<file path="config.mk">
export PLATFORM = sky130hd
export DESIGN_NAME = btlpm_walker
export DESIGN_NICKNAME = d
export VERILOG_FILES = /design/src/sv/binary_trie_longest_prefix_match_core_defines.svh /design/src/sv/btlpm_pkg.sv /design/src/sv/btlpm_walker.sv
export SDC_FILE = /design/constraint.sdc
export NUM_CORES = 1
export LEC_CHECK = 0
export BUFFER_PORTS_ARGS = -buffer_cell sky130_fd_sc_hd__buf_2
export CAP_MARGIN = 5
export CORE_ASPECT_RATIO = 1.75
export CORE_UTILIZATION = 25
export DETAILED_ROUTE_END_ITERATION = 10
export HOLD_SLACK_MARGIN = 0.15
export SETUP_SLACK_MARGIN = 0.02
export SYNTH_ARGS = -nofsm -noshare
export SYNTH_HDL_FRONTEND = slang
export SYNTH_SLANG_ARGS = --single-unit
</file>
<file path="constraint.sdc">
create_clock -name i_clk -period 11 [get_ports i_clk]
set_input_delay 1.65 -clock i_clk [delete_from_list [all_inputs] [get_ports i_clk]]
set_output_delay 1.65 -clock i_clk [all_outputs]
set_load 0.01 [all_outputs]
</file>
<file path="src/sv/binary_trie_longest_prefix_match_core_defines.svh">
// assertion helpers for the trie route table core
`ifndef BINARY_TRIE_LONGEST_PREFIX_MATCH_CORE_DEFINES_SVH
`define BINARY_TRIE_LONGEST_PREFIX_MATCH_CORE_DEFINES_SVH

`ifndef SYNTHESIS

// same-cycle implication
`define BTLPM_ASSERT_IMP(lbl, clk, rst_n, ante, cons, msg) \
    lbl: assert property (@(posedge clk) disable iff (!rst_n) (ante) |-> (cons)) \
        else $error(msg);

// next-cycle implication
`define BTLPM_ASSERT_NXT(lbl, clk, rst_n, ante, cons, msg) \
    lbl: assert property (@(posedge clk) disable iff (!rst_n) (ante) |=> (cons)) \
        else $error(msg);

`else

`define BTLPM_ASSERT_IMP(lbl, clk, rst_n, ante, cons, msg)
`define BTLPM_ASSERT_NXT(lbl, clk, rst_n, ante, cons, msg)

`endif

`endif

</file>
<file path="src/sv/btlpm_pkg.sv">
package btlpm_pkg;

    localparam int NODE_COUNT   = 4096;
    localparam int ADDRESS_BITS = 32;

    localparam int IDX_W  = $clog2(NODE_COUNT);
    localparam int FREE_W = $clog2(NODE_COUNT + 1);
    localparam int ADDR_W = 32;
    localparam int LEN_W  = 6;
    localparam int POS_W  = 5;

    localparam logic [ADDR_W-1:0] ADDR_MASK =
        ADDR_W'((64'd1 << ADDRESS_BITS) - 64'd1);

    localparam logic CMD_INSERT = 1'b0;
    localparam logic CMD_LOOKUP = 1'b1;

    typedef struct packed {
        logic              command;
        logic [ADDR_W-1:0] address;
        logic [LEN_W-1:0]  length;
    } t_in_word;

    typedef struct packed {
        logic              found;
        logic [ADDR_W-1:0] matched_prefix;
        logic [LEN_W-1:0]  matched_length;
        logic              table_full;
    } t_out_word;

    typedef struct packed {
        logic [IDX_W-1:0]  child0;
        logic [IDX_W-1:0]  child1;
        logic              marked;
        logic [ADDR_W-1:0] prefix;
        logic [LEN_W-1:0]  plen;
    } t_node;

    typedef struct packed {
        logic             rd_en;
        logic [IDX_W-1:0] rd_addr;
        logic             wr_en;
        logic [IDX_W-1:0] wr_addr;
        t_node            wr_data;
    } t_mem_req;

    typedef enum logic [1:0] {
        S_IDLE,
        S_EVAL,
        S_HOLD
    } t_walk_state;

endpackage

</file>
<file path="src/sv/btlpm_walker.sv">
module btlpm_walker (
    input  logic                  i_clk,
    input  logic                  i_rst_n,
    input  logic                  i_start,
    input  btlpm_pkg::t_in_word   i_word,
    output logic                  o_busy,
    output logic                  o_res_valid,
    output btlpm_pkg::t_out_word  o_res,
    input  logic                  i_res_take,
    output btlpm_pkg::t_mem_req   o_req,
    input  btlpm_pkg::t_node      i_rd_data
);

    localparam logic [btlpm_pkg::FREE_W-1:0] FREE_LIMIT =
        btlpm_pkg::FREE_W'(btlpm_pkg::NODE_COUNT);

    btlpm_pkg::t_walk_state r_state, n_state;

    logic                             r_cmd, n_cmd;
    logic [btlpm_pkg::ADDR_W-1:0]     r_addr, n_addr;
    logic [btlpm_pkg::LEN_W-1:0]      r_len, n_len;
    logic [btlpm_pkg::LEN_W-1:0]      r_depth, n_depth;
    logic [btlpm_pkg::IDX_W-1:0]      r_cur, n_cur;
    logic [btlpm_pkg::FREE_W-1:0]     r_free, n_free;
    logic                             r_root_written, n_root_written;
    logic                             r_fresh, n_fresh;
    logic                             r_found, n_found;
    logic [btlpm_pkg::ADDR_W-1:0]     r_mp, n_mp;
    logic [btlpm_pkg::LEN_W-1:0]      r_ml, n_ml;
    logic                             r_full, n_full;

    btlpm_pkg::t_node             node;
    btlpm_pkg::t_node             node_mod;
    logic [btlpm_pkg::POS_W-1:0]  bit_pos;
    logic                         dir;
    logic [btlpm_pkg::IDX_W-1:0]  nxt;

    always_ff @(posedge i_clk) begin
        if (!i_rst_n) begin
            r_state        <= btlpm_pkg::S_IDLE;
            r_free         <= btlpm_pkg::FREE_W'(1);
            r_root_written <= 1'b0;
        end else begin
            r_state        <= n_state;
            r_free         <= n_free;
            r_root_written <= n_root_written;
        end
    end

    always_ff @(posedge i_clk) begin
        r_cmd   <= n_cmd;
        r_addr  <= n_addr;
        r_len   <= n_len;
        r_depth <= n_depth;
        r_cur   <= n_cur;
        r_fresh <= n_fresh;
        r_found <= n_found;
        r_mp    <= n_mp;
        r_ml    <= n_ml;
        r_full  <= n_full;
    end

    // current node: a fresh allocation or an unwritten root reads as zero
    always_comb begin
        if (r_fresh || ((r_cur == '0) && !r_root_written)) begin
            node = '0;
        end else begin
            node = i_rd_data;
        end
        bit_pos = btlpm_pkg::POS_W'(btlpm_pkg::ADDRESS_BITS - 1) -
                  r_depth[btlpm_pkg::POS_W-1:0];
        dir     = r_addr[bit_pos];
        nxt     = dir ? node.child1 : node.child0;
    end

    always_comb begin
        n_state        = r_state;
        n_cmd          = r_cmd;
        n_addr         = r_addr;
        n_len          = r_len;
        n_depth        = r_depth;
        n_cur          = r_cur;
        n_free         = r_free;
        n_root_written = r_root_written;
        n_fresh        = r_fresh;
        n_found        = r_found;
        n_mp           = r_mp;
        n_ml           = r_ml;
        n_full         = r_full;
        node_mod       = node;
        o_req          = '0;

        unique case (r_state)
            btlpm_pkg::S_IDLE: begin
                if (i_start) begin
                    n_cmd   = i_word.command;
                    n_addr  = i_word.address & btlpm_pkg::ADDR_MASK;
                    n_len   = (i_word.length > btlpm_pkg::LEN_W'(btlpm_pkg::ADDRESS_BITS)) ?
                              btlpm_pkg::LEN_W'(btlpm_pkg::ADDRESS_BITS) : i_word.length;
                    n_depth = '0;
                    n_cur   = '0;
                    n_fresh = 1'b0;
                    n_found = 1'b0;
                    n_mp    = '0;
                    n_ml    = '0;
                    n_full  = 1'b0;
                    o_req.rd_en   = 1'b1;
                    o_req.rd_addr = '0;
                    n_state = btlpm_pkg::S_EVAL;
                end
            end

            btlpm_pkg::S_EVAL: begin
                if (r_cmd == btlpm_pkg::CMD_LOOKUP) begin
                    if (node.marked) begin
                        n_found = 1'b1;
                        n_mp    = node.prefix;
                        n_ml    = node.plen;
                    end
                    if ((r_depth >= r_len) || (nxt == '0)) begin
                        n_state = btlpm_pkg::S_HOLD;
                    end else begin
                        o_req.rd_en   = 1'b1;
                        o_req.rd_addr = nxt;
                        n_cur   = nxt;
                        n_depth = r_depth + btlpm_pkg::LEN_W'(1);
                        n_fresh = 1'b0;
                    end
                end else begin
                    if (r_depth >= r_len) begin
                        // mark the end node
                        node_mod.marked = 1'b1;
                        node_mod.prefix = r_addr;
                        node_mod.plen   = r_len;
                        o_req.wr_en   = 1'b1;
                        o_req.wr_addr = r_cur;
                        o_req.wr_data = node_mod;
                        if (r_cur == '0) begin
                            n_root_written = 1'b1;
                        end
                        n_state = btlpm_pkg::S_HOLD;
                    end else if (nxt != '0) begin
                        o_req.rd_en   = 1'b1;
                        o_req.rd_addr = nxt;
                        n_cur   = nxt;
                        n_depth = r_depth + btlpm_pkg::LEN_W'(1);
                        n_fresh = 1'b0;
                    end else if (r_free >= FREE_LIMIT) begin
                        // a node taken just before the pool ran dry is stored empty
                        if (r_fresh) begin
                            o_req.wr_en   = 1'b1;
                            o_req.wr_addr = r_cur;
                            o_req.wr_data = node_mod;
                        end
                        n_full  = 1'b1;
                        n_state = btlpm_pkg::S_HOLD;
                    end else begin
                        // link a new child; the new node itself starts as zero
                        if (dir) begin
                            node_mod.child1 = r_free[btlpm_pkg::IDX_W-1:0];
                        end else begin
                            node_mod.child0 = r_free[btlpm_pkg::IDX_W-1:0];
                        end
                        o_req.wr_en   = 1'b1;
                        o_req.wr_addr = r_cur;
                        o_req.wr_data = node_mod;
                        if (r_cur == '0) begin
                            n_root_written = 1'b1;
                        end
                        n_cur   = r_free[btlpm_pkg::IDX_W-1:0];
                        n_free  = r_free + btlpm_pkg::FREE_W'(1);
                        n_depth = r_depth + btlpm_pkg::LEN_W'(1);
                        n_fresh = 1'b1;
                    end
                end
            end

            btlpm_pkg::S_HOLD: begin
                if (i_res_take) begin
                    n_state = btlpm_pkg::S_IDLE;
                end
            end

            default: begin
                n_state = btlpm_pkg::S_IDLE;
            end
        endcase
    end

    assign o_busy      = (r_state != btlpm_pkg::S_IDLE);
    assign o_res_valid = (r_state == btlpm_pkg::S_HOLD);

    always_comb begin
        o_res.found          = r_found;
        o_res.matched_prefix = r_mp;
        o_res.matched_length = r_ml;
        o_res.table_full     = r_full;
    end

endmodule

</file>
==> results.tsv, run 1 <==
stage	metric	value	unit
outcome	run status	complete, no violations	
final_layout	ANT cells	0	
setup_path	CP Data Arrival Time	4.30	ns
logic_synthesis	Mapped Avg Cell Area	11.2	um^2
setup_path	Critical Path Sink	o_req[85]	
global_routing	pin count of the biggest net entering global routing	42	
cts	CTS tree	yes	
die	Die W	121	um
logic_synthesis	post-synth top area cell	edfxtp_1	
logic_synthesis	Mapped Cells	553	
timing	setup_tns	0	ns
timing	Max transition margin	18.7	%
timing	min Tclk post-route	5.95	ns
die	Initial Utilization	25.6	%
die	full die area	25400	um^2
cts	Worst-path clk slew	0.06	ns
cts	clock buffer depth	2	
setup_path	worst reg2reg path depth	8	
logic_synthesis	top-count cell post-synth	edfxtp_1	
cts	H-tree depth	4	
logic_synthesis	Synth top area share	47.6	%
logic_synthesis	Yosys Warn Count	0	
timing	Final setup viols	0	
power_and_ir_drop	Leak Pwr	3.55	nW
timing	final hold vios	0	
timing	Least-Margin Pin Slew	1.22	ns
global_routing	first-pass GRT wire length	31.8	mm
setup_path	r2r endpoint	r_cur[9]	
cts	TritonCTS Buffers	17	
drt	Post-Route WL	21.7	mm
cts	root buffer cell	clkbuf_16	
drt	drt pass-1 iters	5	
logic_synthesis	Seq/Total Area, Yosys	52.8	%
setup_path	Setup crit start	i_rd_data[51]	
logic_synthesis	Seq cells post-synth	114	
setup_path	WS Path Type	in2out	
drt	number of remaining DRC errors	0	
timing	Slew Viols, Final	0	
timing	final critical-path share of the clock period	54.1	%
final_layout	Util after Layout	34.2	%
logic_synthesis	top post-synthesis cells by count	edfxtp_1 (98), a22o_1 (61), nand2_1 (48), and2_1 (41), mux2i_1 (34)	
placement	Placed Instances	1066	
logic_synthesis	Post-synth top flop	edfxtp_1	
placement	input/output buffers	236	
logic_synthesis	asr flop ratio synth	0	%
die	row count	75	
logic_synthesis	Yosys cell types	54	
global_routing	total gr overflow	0	
setup_path	RR Startpoint	r_depth[2]	
logic_synthesis	Post-synth EDFFs	98	
drt	Detail Route Antenna Nets	0	
setup_path	CP endpoint kind	output port	
power_and_ir_drop	pwr dens	270	nW/um^2
drt	DR vias	5396	
die	I/O Pins	237	
timing	worst setup margin	5.05	ns
drt	drt wl/cell	19.8	um
final_layout	Layout Cells excl Fill	1098	
setup_path	r2r setup slk	6.95	ns
timing	RSZ-0062 raised after global routing	no	
power_and_ir_drop	Peak VDD IR	0.000146	V
cts	Post CTS Setup Buffer Count	0	
logic_synthesis	Syn Nets	668	
setup_path	CP Max Fanout	16	
timing	fmax	168	MHz
cts	clock latency on the worst-skew pair	0.42	ns
job	MaxCap Viol Count	0	
logic_synthesis	Synth area leaders	edfxtp_1 (48%), a22o_1 (8.7%), mux2i_1 (5.5%)	
final_layout	fin nets	892	
timing	Final Skew	0.0102	ns
cts	CTS sink count	114	
setup_path	CP Launch Type	input pin	
power_and_ir_drop	Tot Pwr	2.23	mW
worst_hold_path	worst min path class	reg2reg	
logic_synthesis	Cell Area, Synth	6180	um^2
drt	number of DRC markers in iteration 0	265	
global_routing	initial antenna violation count	0	
final_layout	share of post-route cells with drive strength above 1	37.1	%
global_routing	number of global-route vias before repair	5389	
cts	Resized cells post-CTS	0	
placement	Placement Setup Slack	5.09	ns
die	die height	210	um
cts	# hold bufs at CTS	0	
setup_path	Critical Path RT	9.35	ns
global_routing	total track usage	17.2	%
drt	Vias/cell	4.91	
placement	routability congestion estimate	0.929	
placement	Post-DP HPWL	16.6	mm
final_layout	Area Overhead vs Synth	33.7	%
die	core area	24100	um^2
[registers in the layout (all words and copies together), names as in the netlist]
signal          cells
r_found             1
r_fresh             1
r_cmd               1
r_len               6
r_addr             32
r_mp               32
r_root_written      1
r_full              1
r_depth             6
r_state             2
r_cur              12
r_free             13
r_ml                6
[cell families (layout without fill, tap and decap cells)]
logic type / count (synthesis) / in the layout / share of synthesized area [%]
AOI/OAI and AO/OA: 124 / 124 / 16.5
xor gates and xnor gates: 4 / 4 / 0.567
adders and majority gates: 9 / 9 / 1.82
buffers and inverters: 66 / 303 / 4.88
DFF: 114 / 114 / 52.8
muxes: 36 / 36 / 6.24
and+or+nand+nor: 200 / 200 / 17.2
[per-layer routing]
layer	global-route usage [%]	wire length, um	up-vias
met5	0	0	-
met4	9.20	805	0
met3	3.32	1030	33
met2	33.3	12300	228
met1	16.9	7580	2581
li1	-	-	2554
[metrics by stage]
stage	instance area (um^2)	hold WS, ns
floorplan	6180	0.461
global placement	7630	0.485
detailed placement	7630	0.494
CTS	8260	0.506
global route	8260	0.526
finish	8260	0.509
[worst max-delay path, stage by stage]
cell,delay [ns]
buf_2,0.12
nor4_1,0.37
nand3_1,0.21
nor2b_1,0.21
and3_1,0.30
nor2_1,0.94
a2111oi_0,0.28
buf_2,0.21
[worst min path at each step]
stage / from / endpoint / cells after the start
2_1_floorplan: r_free[10] / r_free[10] / 2
3_3_place_gp: r_free[6] / r_free[6] / 2
3_5_place_dp: r_free[6] / r_free[6] / 2
4_1_cts: r_free[9] / r_free[9] / 2
5_1_grt: r_free[9] / r_free[9] / 2
6_report: r_free[9] / r_free[9] / 2
[cell usage in the layout (no fill, tap or decap), types with 2 or more instances in the layout]
cell type	count
clkinvlp_4	2
or2_2	3
a2111oi_0	5
o21ai_0	5
mux4_2	2
bufinv_16	4
nand2_1	48
a311oi_1	2
nand2b_1	5
clkbuf_16	17
mux2i_1	34
xor2_1	2
nor2_1	29
clkbuf_8	3
xnor2_1	2
o21a_1	3
ha_1	9
a22oi_1	3
a22o_1	61
buf_2	236
or4_1	2
o32ai_1	12
and3_1	3
a21oi_1	14
nor2b_1	12
o21ai_1	2
inv_1	25
clkinv_2	2
nor4_1	20
nand3_1	14
nor3_1	9
buf_4	9
and2_1	41
dfxtp_1	16
nand4_1	5
nor2_4	2
clkbuf_1	2
a31oi_1	2
edfxtp_1	98
o31ai_1	3
[report_power, final]
part / total (mW) / internal [mW] / switching (mW)
Sequential: 0.728 / 0.636 / 0.0916
Combinational: 0.907 / 0.300 / 0.607
Clock: 0.599 / 0.396 / 0.204
Total: 2.23 / 1.33 / 0.902
[final cells by class]
class	instances	area, um^2
tap	308	385
sequential	114	3260
inverter	26	97.6
clock inverter	10	158
clock buffer	22	474
fill	2463	15900
timing repair buffer	245	1250
multi-input combinational	373	2630
Note: power is estimated with default switching activity, not from simulation.
==> run 2: changes to the inputs <==
- clock period: 11 -> 4.9 ns (I/O delays scaled with it)
==> results.tsv, run 2 (synthesized netlist as in run 1, its figures left out) <==
stage	metric	value	unit	change
drt	Vias/cell	4.92		about the same
cts	clock latency on the worst-skew pair	0.43	ns	about the same
placement	Post-DP HPWL	16.4	mm	-1.1%
timing	Least-Margin Pin Slew	1.03	ns	-0.189 ns
placement	routability congestion estimate	0.886		-4.6%
power_and_ir_drop	Leak Pwr	3.59	nW	+1.1%
drt	number of remaining DRC errors	0		unchanged
placement	Placed Instances	1072		+0.56%
cts	Worst-path clk slew	0.06	ns	about the same
timing	RSZ-0062 raised after global routing	no		
drt	Detail Route Antenna Nets	0		unchanged
global_routing	total gr overflow	0		unchanged
die	full die area	25400	um^2	unchanged
placement	input/output buffers	236		unchanged
setup_path	Buffers & Inverters on Critical Path	4		+2
outcome	run status	complete, no violations		
setup_path	Critical Path RT	4.16	ns	-5.19 ns
final_layout	share of post-route cells with drive strength above 1	38.5	%	+1.4 points
placement	Placement Setup Slack	0.469	ns	-4.62 ns
global_routing	pin count of the biggest net entering global routing	40		-4.8%
final_layout	fin nets	903		+1.2%
drt	Post-Route WL	21.5	mm	-1.1%
setup_path	crit-path cells	inv_1 -> ha_1 -> nand2b_1 -> a2111oi_0 -> o31ai_1 -> buf_4 -> nor3_1 -> buf_4 -> and3_1 -> a22o_1 -> buf_2		
job	MaxCap Viol Count	0		unchanged
setup_path	CP Launch Type	flip-flop		
setup_path	CP endpoint kind	output port		
global_routing	initial antenna violation count	2		+2
cts	clock buffer depth	2		unchanged
timing	min Tclk post-route	4.44	ns	
setup_path	slowest stage cell on the critical path	a2111oi_0		
timing	fmax	225	MHz	
setup_path	Largest delay share family, worst path	compound AO/OA/AOI/OAI gates		
timing	Slew Viols, Final	0		unchanged
final_layout	biggest regs	r_addr x32, r_mp x32, r_free x13		
drt	DR vias	5465		+1.3%
setup_path	Most common cell on crit path	buf_4		
power_and_ir_drop	pwr dens	598	nW/um^2	+120%
final_layout	Final Cell Area	8350	um^2	+1.1%
timing	Final Skew	0.0126	ns	+0.00236 ns
drt	number of DRC markers in iteration 0	285		+7.5%
die	I/O Pins	237		unchanged
final_layout	Area Overhead vs Synth	35.2	%	
cts	# hold bufs at CTS	0		unchanged
global_routing	total track usage	17.1	%	-0.17 points
final_layout	most common cell after layout, fill and taps aside	buf_2		
global_routing	number of global-route vias before repair	5516		+2.4%
die	Initial Utilization	25.6	%	unchanged
timing	worst setup margin	0.464	ns	-4.59 ns
timing	Final setup viols	0		unchanged
die	row count	75		unchanged
setup_path	CP peak stage delay	0.57	ns	-0.37 ns
drt	drt wl/cell	19.3	um	-2.2%
setup_path	WS Path Type	reg2out		
final_layout	register area	3260	um^2	unchanged
final_layout	# fillers	2419		-1.8%
cts	CTS tree	yes		
drt	drt pass-1 iters	5		unchanged
die	core area	24100	um^2	unchanged
die	die height	210	um	unchanged
final_layout	footprint of the multi-input gates	2640	um^2	+0.14%
cts	CTS sink count	114		unchanged
cts	TritonCTS Buffers	17		unchanged
timing	final hold vios	0		unchanged
placement	Area after DPL	7670	um^2	+0.59%
final_layout	Util after Layout	34.6	%	+0.36 points
power_and_ir_drop	Peak VDD IR	0.000291	V	+100%
timing	Max transition margin	31.6	%	+13 points
global_routing	first-pass GRT wire length	31.7	mm	-0.32%
timing	final critical-path share of the clock period	90.5	%	
cts	root buffer cell	clkbuf_16		
power_and_ir_drop	Tot Pwr	4.99	mW	+120%
cts	H-tree depth	4		unchanged
timing	Hold WS	0.484	ns	-0.0243 ns
final_layout	Layout Cells excl Fill	1111		+1.2%
setup_path	CP Data Arrival Time	3.70	ns	-0.60 ns
timing	setup_tns	0	ns	unchanged
setup_path	CP Max Fanout	12		-4
die	Die W	121	um	unchanged
worst_hold_path	worst min path class	in2reg		
final_layout	leading cell types in the layout, fill and taps excluded	buf_2 (236), edfxtp_1 (98), a22o_1 (61)		
-- run 2: cell types whose count changed in the layout (fill, tap and decap cells not counted), sizes merged --
cell,before,now
clkinvlp,2,5
clkbuf,22,19
bufinv,4,2
clkinv,4,2
buf,245,256
inv,26,30
diode,0,2
-- run 2: worst reg2reg max path: cells and delay by family (launching register included) --
family          cells  cell delay [ns]
buf+inv             2             0.48
compound gates      3             1.35
fa+ha+maj           1             0.24
simple gates        2             0.57
flops               1             0.50
-- run 2: per-layer routing --
metal	routed length [um]	vias up	track usage (%)	share of wire, %
met5	0	-	0	0
li1	-	2580	-	-
met3	958	31	3.23	4.5
met1	7790	2638	17.5	36
met4	663	0	7.88	3.1
met2	12100	216	32.7	56
-- run 2: report_power, final --
group | internal [mW] | leakage [nW] | switching [mW]
clock | 0.781 | 0.279 | 0.474
sequential | 1.42 | 1.10 | 0.152
combinational | 0.755 | 2.21 | 1.40
-- run 2: final cells by class --
| cell class | count | share of cell area (%) |
|---|---|---|
| Multi-Input combinational cell | 373 | 31.6 |
| Inverter | 26 | 1.17 |
| Sequential cell | 114 | 39.1 |
| Clock buffer | 19 | 5.43 |
| Tap cell | 308 | 4.62 |
| Clock inverter | 13 | 1.80 |
| Antenna cell | 2 | 0.0600 |
| Timing Repair Buffer | 256 | 16.2 |
-- run 2: worst paths after layout --
check	start	end	slack (ns)	cells after the start
setup / recovery	r_depth[0]	o_req[52]	0.46	11
hold / removal	i_word[24]	r_addr[18]	0.48	1
setup reg to reg	r_depth[0]	r_cur[7]	1.43	8
hold reg to reg	r_free[9]	r_free[9]	0.51	2
-- run 2: what timing repair did --
action                                 CTS  global route
buffers inserted                         0             5
gates resized for setup                  0             1
setup endpoints to repair                0             4
endpoints found under the hold margin    0             0
